<file path="src/hdl/ptrd_pkg.sv">
// shared types, constants and trit decode table for the packed ternary row dot product
// no dependencies
`default_nettype none

package ptrd_pkg;

  localparam int unsigned CODE_W    = 8;
  localparam int unsigned SCALE_W   = 16;
  localparam int unsigned ACC_W     = 32;
  localparam int unsigned RESULT_W  = 36;
  localparam int unsigned FRAC_W    = 12;
  localparam int unsigned MAX_TRITS = 5;
  localparam int unsigned TABLE_N   = 256;
  localparam int unsigned VALID_N   = 243;

  localparam logic [1:0] TRIT_NEG  = 2'd0;
  localparam logic [1:0] TRIT_SKIP = 2'd1;
  localparam logic [1:0] TRIT_POS  = 2'd2;

  typedef logic [MAX_TRITS-1:0][1:0] trits_t;

  typedef struct packed {
    logic signed [ACC_W-1:0] sum;
    logic [SCALE_W-1:0]      scale;
    logic                    bad;
  } row_t;

  function automatic logic [TABLE_N-1:0][2*MAX_TRITS-1:0] build_trit_table();
    logic [TABLE_N-1:0][2*MAX_TRITS-1:0] tbl;
    trits_t dg;
    logic   carry;
    for (int n = 0; n < TABLE_N; n++) begin
      tbl[n] = {MAX_TRITS{TRIT_SKIP}};
    end
    dg = '0;
    for (int n = 0; n < VALID_N; n++) begin
      tbl[n] = dg;
      carry = 1'b1;
      for (int j = 0; j < MAX_TRITS; j++) begin
        if (carry) begin
          if (dg[j] == TRIT_POS) begin
            dg[j] = TRIT_NEG;
          end else begin
            dg[j] = dg[j] + 2'd1;
            carry = 1'b0;
          end
        end
      end
    end
    return tbl;
  endfunction

  localparam logic [TABLE_N-1:0][2*MAX_TRITS-1:0] TRIT_TABLE = build_trit_table();

endpackage

`default_nettype wire

</file>
<file path="src/hdl/packed_ternary_row_dot_product_core.sv">
// a row total passes the row register, then the output register
// throughput: one item per cycle unless stalled, set by the decode and accumulate stage
// the scale multiply sits in its own stage between the row register and the output register
// reset clears the accumulator, the error flag and all valid bits
// top level, depends on ptrd_pkg, ptrd_accum and ptrd_scale
`default_nettype none

module packed_ternary_row_dot_product_core
  import ptrd_pkg::*;
#(
  parameter int unsigned TRITS_PER_BYTE = 5,
  parameter int unsigned ACT_WIDTH      = 16
) (
  input  wire logic                        clk_i,
  input  wire logic                        rst_ni,
  input  wire logic                        in_valid_i,
  output      logic                        in_stall_o,
  input  wire logic [CODE_W-1:0]           code_i,
  input  wire logic signed [ACT_WIDTH-1:0] act0_i,
  input  wire logic signed [ACT_WIDTH-1:0] act1_i,
  input  wire logic signed [ACT_WIDTH-1:0] act2_i,
  input  wire logic signed [ACT_WIDTH-1:0] act3_i,
  input  wire logic signed [ACT_WIDTH-1:0] act4_i,
  input  wire logic [SCALE_W-1:0]          row_scale_i,
  input  wire logic                        row_last_i,
  output      logic                        out_valid_o,
  input  wire logic                        out_stall_i,
  output      logic signed [RESULT_W-1:0]  row_result_o,
  output      logic                        bad_code_o
);

  logic [MAX_TRITS-1:0][ACT_WIDTH-1:0] act;
  logic                                row_valid, row_stall;
  row_t                                row;

  assign act[0] = act0_i;
  assign act[1] = act1_i;
  assign act[2] = act2_i;
  assign act[3] = act3_i;
  assign act[4] = act4_i;

  ptrd_accum #(
    .TRITS_PER_BYTE (TRITS_PER_BYTE),
    .ACT_WIDTH      (ACT_WIDTH)
  ) u_accum (
    .clk_i       (clk_i),
    .rst_ni      (rst_ni),
    .in_valid_i  (in_valid_i),
    .in_stall_o  (in_stall_o),
    .code_i      (code_i),
    .act_i       (act),
    .row_scale_i (row_scale_i),
    .row_last_i  (row_last_i),
    .row_valid_o (row_valid),
    .row_stall_i (row_stall),
    .row_o       (row)
  );

  ptrd_scale u_scale (
    .clk_i        (clk_i),
    .rst_ni       (rst_ni),
    .row_valid_i  (row_valid),
    .row_stall_o  (row_stall),
    .row_i        (row),
    .out_valid_o  (out_valid_o),
    .out_stall_i  (out_stall_i),
    .row_result_o (row_result_o),
    .bad_code_o   (bad_code_o)
  );

endmodule

`default_nettype wire

</file>
<file path="src/hdl/ptrd_accum.sv">
// input register, trit decode and saturating row accumulator
// depends on ptrd_pkg
`default_nettype none

module ptrd_accum
  import ptrd_pkg::*;
#(
  parameter int unsigned TRITS_PER_BYTE = 5,
  parameter int unsigned ACT_WIDTH      = 16
) (
  input  wire logic                                clk_i,
  input  wire logic                                rst_ni,
  input  wire logic                                in_valid_i,
  output      logic                                in_stall_o,
  input  wire logic [CODE_W-1:0]                   code_i,
  input  wire logic [MAX_TRITS-1:0][ACT_WIDTH-1:0] act_i,
  input  wire logic [SCALE_W-1:0]                  row_scale_i,
  input  wire logic                                row_last_i,
  output      logic                                row_valid_o,
  input  wire logic                                row_stall_i,
  output      row_t                                row_o
);

  localparam int unsigned ITEM_W  = ACT_WIDTH + 3;
  localparam int unsigned WIDE_W  = (ITEM_W > ACC_W) ? ITEM_W : ACC_W;
  localparam int unsigned EXT_W   = WIDE_W + 1;
  localparam int unsigned LIMIT_W = CODE_W + 1;
  localparam logic [LIMIT_W-1:0] CODE_LIMIT = LIMIT_W'(3 ** TRITS_PER_BYTE);
  localparam logic signed [EXT_W-1:0] SUM_MAX =
    EXT_W'({1'b0, {(ACC_W-1){1'b1}}});
  localparam logic signed [EXT_W-1:0] SUM_MIN =
    -EXT_W'({1'b0, {(ACC_W-1){1'b1}}}) - EXT_W'(1);

  logic                                s0_valid_q;
  logic [CODE_W-1:0]                   code_q;
  logic [MAX_TRITS-1:0][ACT_WIDTH-1:0] act_q;
  logic [SCALE_W-1:0]                  scale_q;
  logic                                last_q;

  logic signed [ACC_W-1:0] row_sum_q, row_sum_d;
  logic                    bad_seen_q, bad_seen_d;

  logic                    s0_fire, s0_load;
  logic                    bad_now;
  trits_t                  trits;
  logic signed [ITEM_W-1:0] item_sum;
  logic signed [EXT_W-1:0]  acc_ext;
  logic signed [ACC_W-1:0]  acc_sat;

  assign s0_fire    = s0_valid_q && (!last_q || !row_stall_i);
  assign s0_load    = !s0_valid_q || s0_fire;
  assign in_stall_o = !s0_load;

  assign bad_now = ({1'b0, code_q} >= CODE_LIMIT);
  assign trits   = TRIT_TABLE[code_q];

  always_comb begin
    logic signed [ITEM_W-1:0] a;
    item_sum = '0;
    for (int i = 0; i < TRITS_PER_BYTE; i++) begin
      a = ITEM_W'($signed(act_q[i]));
      case (trits[i])
        TRIT_POS: item_sum = item_sum + a;
        TRIT_NEG: item_sum = item_sum - a;
        default:  item_sum = item_sum;
      endcase
    end
    if (bad_now) begin
      item_sum = '0;
    end
  end

  always_comb begin
    acc_ext = EXT_W'(row_sum_q) + EXT_W'(item_sum);
    if (acc_ext > SUM_MAX) begin
      acc_sat = SUM_MAX[ACC_W-1:0];
    end else if (acc_ext < SUM_MIN) begin
      acc_sat = SUM_MIN[ACC_W-1:0];
    end else begin
      acc_sat = acc_ext[ACC_W-1:0];
    end
  end

  always_comb begin
    row_sum_d  = row_sum_q;
    bad_seen_d = bad_seen_q;
    if (s0_fire) begin
      if (last_q) begin
        row_sum_d  = '0;
        bad_seen_d = 1'b0;
      end else begin
        row_sum_d  = acc_sat;
        bad_seen_d = bad_seen_q | bad_now;
      end
    end
  end

  assign row_valid_o = s0_valid_q && last_q;
  assign row_o.sum   = acc_sat;
  assign row_o.scale = scale_q;
  assign row_o.bad   = bad_seen_q | bad_now;

  always_ff @(posedge clk_i or negedge rst_ni) begin
    if (!rst_ni) begin
      s0_valid_q <= 1'b0;
      row_sum_q  <= '0;
      bad_seen_q <= 1'b0;
    end else begin
      if (s0_load) begin
        s0_valid_q <= in_valid_i;
      end
      row_sum_q  <= row_sum_d;
      bad_seen_q <= bad_seen_d;
    end
  end

  always_ff @(posedge clk_i) begin
    if (s0_load && in_valid_i) begin
      code_q  <= code_i;
      act_q   <= act_i;
      scale_q <= row_scale_i;
      last_q  <= row_last_i;
    end
  end

endmodule

`default_nettype wire

</file>
<file path="src/hdl/ptrd_scale.sv">
// row total register, scale multiply and output register
// depends on ptrd_pkg
`default_nettype none

module ptrd_scale
  import ptrd_pkg::*;
(
  input  wire logic                       clk_i,
  input  wire logic                       rst_ni,
  input  wire logic                       row_valid_i,
  output      logic                       row_stall_o,
  input  wire row_t                       row_i,
  output      logic                       out_valid_o,
  input  wire logic                       out_stall_i,
  output      logic signed [RESULT_W-1:0] row_result_o,
  output      logic                       bad_code_o
);

  localparam int unsigned PROD_W = SCALE_W + 1 + ACC_W;

  logic                       s1_valid_q;
  row_t                       row_q;
  logic                       out_valid_q;
  logic signed [RESULT_W-1:0] result_q, result_d;
  logic                       bad_q;
  logic                       out_load, s1_load;
  logic signed [PROD_W-1:0]   prod;

  assign out_load    = !out_valid_q || !out_stall_i;
  assign s1_load     = !s1_valid_q || out_load;
  assign row_stall_o = !s1_load;

  assign prod     = $signed({1'b0, row_q.scale}) * PROD_W'(row_q.sum);
  assign result_d = prod[FRAC_W+RESULT_W-1:FRAC_W];

  always_ff @(posedge clk_i or negedge rst_ni) begin
    if (!rst_ni) begin
      s1_valid_q  <= 1'b0;
      out_valid_q <= 1'b0;
    end else begin
      if (s1_load) begin
        s1_valid_q <= row_valid_i;
      end
      if (out_load) begin
        out_valid_q <= s1_valid_q;
      end
    end
  end

  always_ff @(posedge clk_i) begin
    if (s1_load && row_valid_i) begin
      row_q <= row_i;
    end
    if (out_load && s1_valid_q) begin
      result_q <= result_d;
      bad_q    <= row_q.bad;
    end
  end

  assign out_valid_o  = out_valid_q;
  assign row_result_o = result_q;
  assign bad_code_o   = bad_q;

endmodule

`default_nettype wire
</file>
<file path="config.mk">
export PLATFORM = sky130hd
export DESIGN_NAME = packed_ternary_row_dot_product_core
export DESIGN_NICKNAME = d
export VERILOG_FILES = /design/src/hdl/ptrd_pkg.sv /design/src/hdl/packed_ternary_row_dot_product_core.sv /design/src/hdl/ptrd_accum.sv /design/src/hdl/ptrd_scale.sv
export SDC_FILE = /design/constraint.sdc
export NUM_CORES = 2
export LEC_CHECK = 0
export ABC_CLOCK_PERIOD_IN_PS = 30000
export BUFFER_PORTS_ARGS = -buffer_cell sky130_fd_sc_hd__buf_4
export CAP_MARGIN = 20
export CORE_MARGIN = 2
export CORE_UTILIZATION = 70
export CTS_CLUSTER_DIAMETER = 80
export CTS_CLUSTER_SIZE = 30
export DETAILED_ROUTE_END_ITERATION = 8
export GPL_ROUTABILITY_DRIVEN = 0
export PLACE_DENSITY_LB_ADDON = 0.25
export SYNTH_ARGS = -nofsm -noshare
export SYNTH_HDL_FRONTEND = slang
export SYNTH_HIERARCHICAL = 1
export SYNTH_SLANG_ARGS = --single-unit
</file>
<file path="constraint.sdc">
create_clock -name clk_i -period 30 [get_ports clk_i]
set_input_delay 1.5 -clock clk_i [delete_from_list [all_inputs] [get_ports clk_i]]
set_output_delay 1.5 -clock clk_i [all_outputs]
set_load 0.02 [all_outputs]
</file>
==> metrics.md <==
| Metric | Value |
|---|---|
| Final Routed Wirelength | 83500 um |
| Critical path capture point type | flop |
| Reg2reg start | u_accum/act_q[3]$_DFFE_PP_ |
| Cell Area, Synth | 34800 um^2 |
| Final setup viols | 0 |
| WL/cell | about 18 um |
| Slew margin rel. | about a quarter |
| Area delta synth->final | 6.94% |
| Synth Instances | ~3800 |
| Clock H-tree levels | 1 |
| Clock Sink Count | 237 |
| Top_reg_cell synth | edfxtp_1 |
| Max Clk Rate | between 0.08 and 0.09 GHz |
| Critical-path maximum fanout | 16 |
| FF-to-FF setup slack | between 15 and 20 ns |
| Most frequent cells in the layout | 649 x inv_1, 487 x fa_1, 471 x nand2_1 |
| Via/cell ratio | approximately 6 |
| Post-DP HPWL | between 60000 and 70000 um |
| MaxCap Viol Count | 0 |
| Final max-slew violation count | 0 |
| Vias | ~27000 |
| R2R depth | between 40 and 50 |
| WP buf/inv | 3 |
| First-pass GRT wire length | 137000 um |
| Ys Warns | 6 |
| Crit start category | flop |
| DRT antenna net count | 0 |
| Initial antenna violation count | 0 |
| Root Driver | clkbuf_16 |
| Post-synthesis sequential area ratio | around 20% |
| Number of flops mapped to enable cells by yosys | about 190 |
| CTS Buffer Depth | 3 |
| CTS tree | done |
| Largest net degree at the start of global routing | 79 |
| WP data arrival | 11.85 ns |
| Max stage delay on crit path | a little over 0.7 ns |
| Port Buffers | 147 |
| Initial DRC Count | about 2100 |
| Die X | between 200 and 250 um |
| Total congestion overflow | 0 |
| Starting Density | approximately 71% |
| Die ar. | a little over 50000 um^2 |
| WP data required | roughly 31 ns |
| Final antenna diode count | 0 |
| Slowest CP cell | mux2i_4 |
| Async set-reset flop share out of synthesis | between 10% and 20% |
| Final min period | ~11 ns |
| Reg-to-reg endpoint | u_accum/row_sum_q[20]$_DFFE_PN0P_ |
| DR DRC count | 0 |
| Crit path to | u_accum/row_sum_q[20]$_DFFE_PN0P_ |
| CP Class | reg2reg |
| Vias in the first global route | ~28000 |
| Post-cts sizing count | 0 |
| Syn Area/Cell | between 9 and 10 um^2 |
| CORE AREA | ~50000 um^2 |
| Clock latency on the worst-skew pair | between 0.5 and 0.6 ns |
| First-pass DRT Iterations | 6 |
| Tcrit/Tclk final | roughly 38% |
| Syn_nets | between 4000 and 5000 |
| Critical Path Source | u_accum/act_q[3]$_DFFE_PP_ |
| TritonCTS buffer count | 20 |
| Post-synth top area share | around 28% |
| Postcts setup bufs | 0 |
| Share of cells above drive strength 1 | under 10% |
| Net count, final | roughly 4700 |
| Fillers | 3500 |
| RSZ-0062 raised after global routing | no |
| Rows | 81 |
| Area contributors post-synth | fa_1 28%, edfxtp_1 16%, ha_1 7.6%, inv_1 7.0%, nand2_1 5.1% |
| Setup Skew | roughly 0.045 ns |
| #FFs+latches synth | between 200 and 250 |
| Final Hold Vio Count | 0 |
| Fin Setup TNS | 0 ns |
| Yosys top cell by area | fa_1 |
| Crit path max-delay family | compound AO/OA/AOI/OAI gates |
| GRT Total Usage | approximately a third |
| Status | finished, final reports clean |
| Synth unique cells | 101 |
| Top Ports | 148 |
| Worst slew pin tran | ~1.1 ns |
| Clk pin slew, worst setup/hold paths | between 0.1 and 0.15 ns |
| WP depth | 45 |
| Commonest non-fill, non-tap cell in the layout | inv_1 |
| Hold buffers post-CTS | 0 |
| Hold Path Class | reg2reg |
| Die height | approximately 230 um |
flip-flops by register name, summed over array words and instances, names as in the netlist:
signal                count
u_scale/bad_code_o        1
u_accum/last_q            1
u_accum/row_sum_q        32
u_accum/act_q            80
u_scale/row_result_o     36
u_accum/s0_valid_q        1
u_accum/trits            10
u_scale/out_valid_o       1
u_accum/scale_q          16
u_accum/bad_seen_q        1
u_scale/row_q            49
u_scale/s1_valid_q        1
u_accum/code_q            8
stage by stage:
| stage | std cells | setup slack, ns | cell area [um^2] | hold WS, ns | utilization (%) |
|---|---|---|---|---|---|
| floorplan | 3837 | 19.95 | 34800 | 0.400 | - |
| detailed placement | 4525 | 18.88 | 36400 | 0.405 | 74.1 |
| finish | 4562 | 18.66 | 37200 | 0.426 | 75.9 |
| global route | 4562 | 17.76 | 37200 | 0.434 | 75.9 |
| CTS | 4561 | 18.78 | 37200 | 0.425 | 75.8 |
| global placement | 4525 | 19.23 | 36400 | 0.401 | 74.1 |
cell type report:
class | instances | area (um^2) | area share (%)
clock buffers | 21 | 504 | 1.36
clock inverters | 15 | 305 | 0.820
multi-input cells | 2791 | 24900 | 66.9
well taps | 664 | 831 | 2.23
inverters | 655 | 2460 | 6.62
repair buffers | 179 | 1360 | 3.67
flip-flops and latches | 237 | 6840 | 18.4
cell usage after synthesis (22+ instances only):
cell      count
edfxtp_1    191
nor2_1      190
a21o_1       50
nand2_1     471
a21oi_1     186
xnor2_1     138
fa_1        487
o21ai_0     132
inv_1       650
a211oi_1     22
mux2i_1      41
ha_1        212
o21bai_1     26
nand3_1      36
dfrtp_1      36
and2_1      241
xor2_1       70
nor3_1       66
nand2b_1     24
clkbuf_1    131
per-layer routing:
metal | up-vias | global-route usage, % | wire length (um)
met5 | - | 0 | 0
met4 | 0 | 13.2 | 3460
met3 | 251 | 5.15 | 7370
met2 | 1304 | 55.8 | 39500
met1 | 13244 | 44.8 | 33100
li1 | 12561 | - | -
worst reg2reg max path, delay by kind of cell (launching register included):
family / cells / cell delay (ns)
AOI/OAI and AO/OA: 17 / 4.15
buffers and inverters: 3 / 0.61
and+or+nand+nor: 12 / 2.10
xor gates and xnor gates: 5 / 0.77
adders and majority gates: 5 / 1.78
muxes: 3 / 1.40
DFF: 1 / 0.48
cells by family (layout without fill, tap and decap cells):
kind of cell,after synthesis,after routing,share of synthesized area (%)
xor gates and xnor gates,212,212,5.44
adders and majority gates,711,711,36.0
buffers and inverters,809,870,8.82
DFF,237,237,19.6
and+or+nand+nor,1180,1180,16.5
AOI/OAI and AO/OA,631,631,11.8
muxes,57,57,1.76
worst min path at each step:
stage | slack (ns) | cells past startpoint | startpoint | to
2_1_floorplan | 0.40 | 0 | u_scale/row_q[0]$_DFFE_PP_ | u_scale/bad_code_o$_DFFE_PP_
3_3_place_gp | 0.40 | 0 | u_accum/scale_q[6]$_DFFE_PP_ | u_scale/row_q[7]$_DFFE_PP_
3_5_place_dp | 0.41 | 0 | u_accum/scale_q[10]$_DFFE_PP_ | u_scale/row_q[11]$_DFFE_PP_
4_1_cts | 0.42 | 0 | u_accum/scale_q[10]$_DFFE_PP_ | u_scale/row_q[11]$_DFFE_PP_
5_1_grt | 0.43 | 0 | u_accum/scale_q[10]$_DFFE_PP_ | u_scale/row_q[11]$_DFFE_PP_
6_report | 0.43 | 0 | u_accum/scale_q[6]$_DFFE_PP_ | u_scale/row_q[7]$_DFFE_PP_
Power is left out: the tool's default activity adds up to more than one toggle a clock period on the data nets, which glitch-free logic cannot reach.
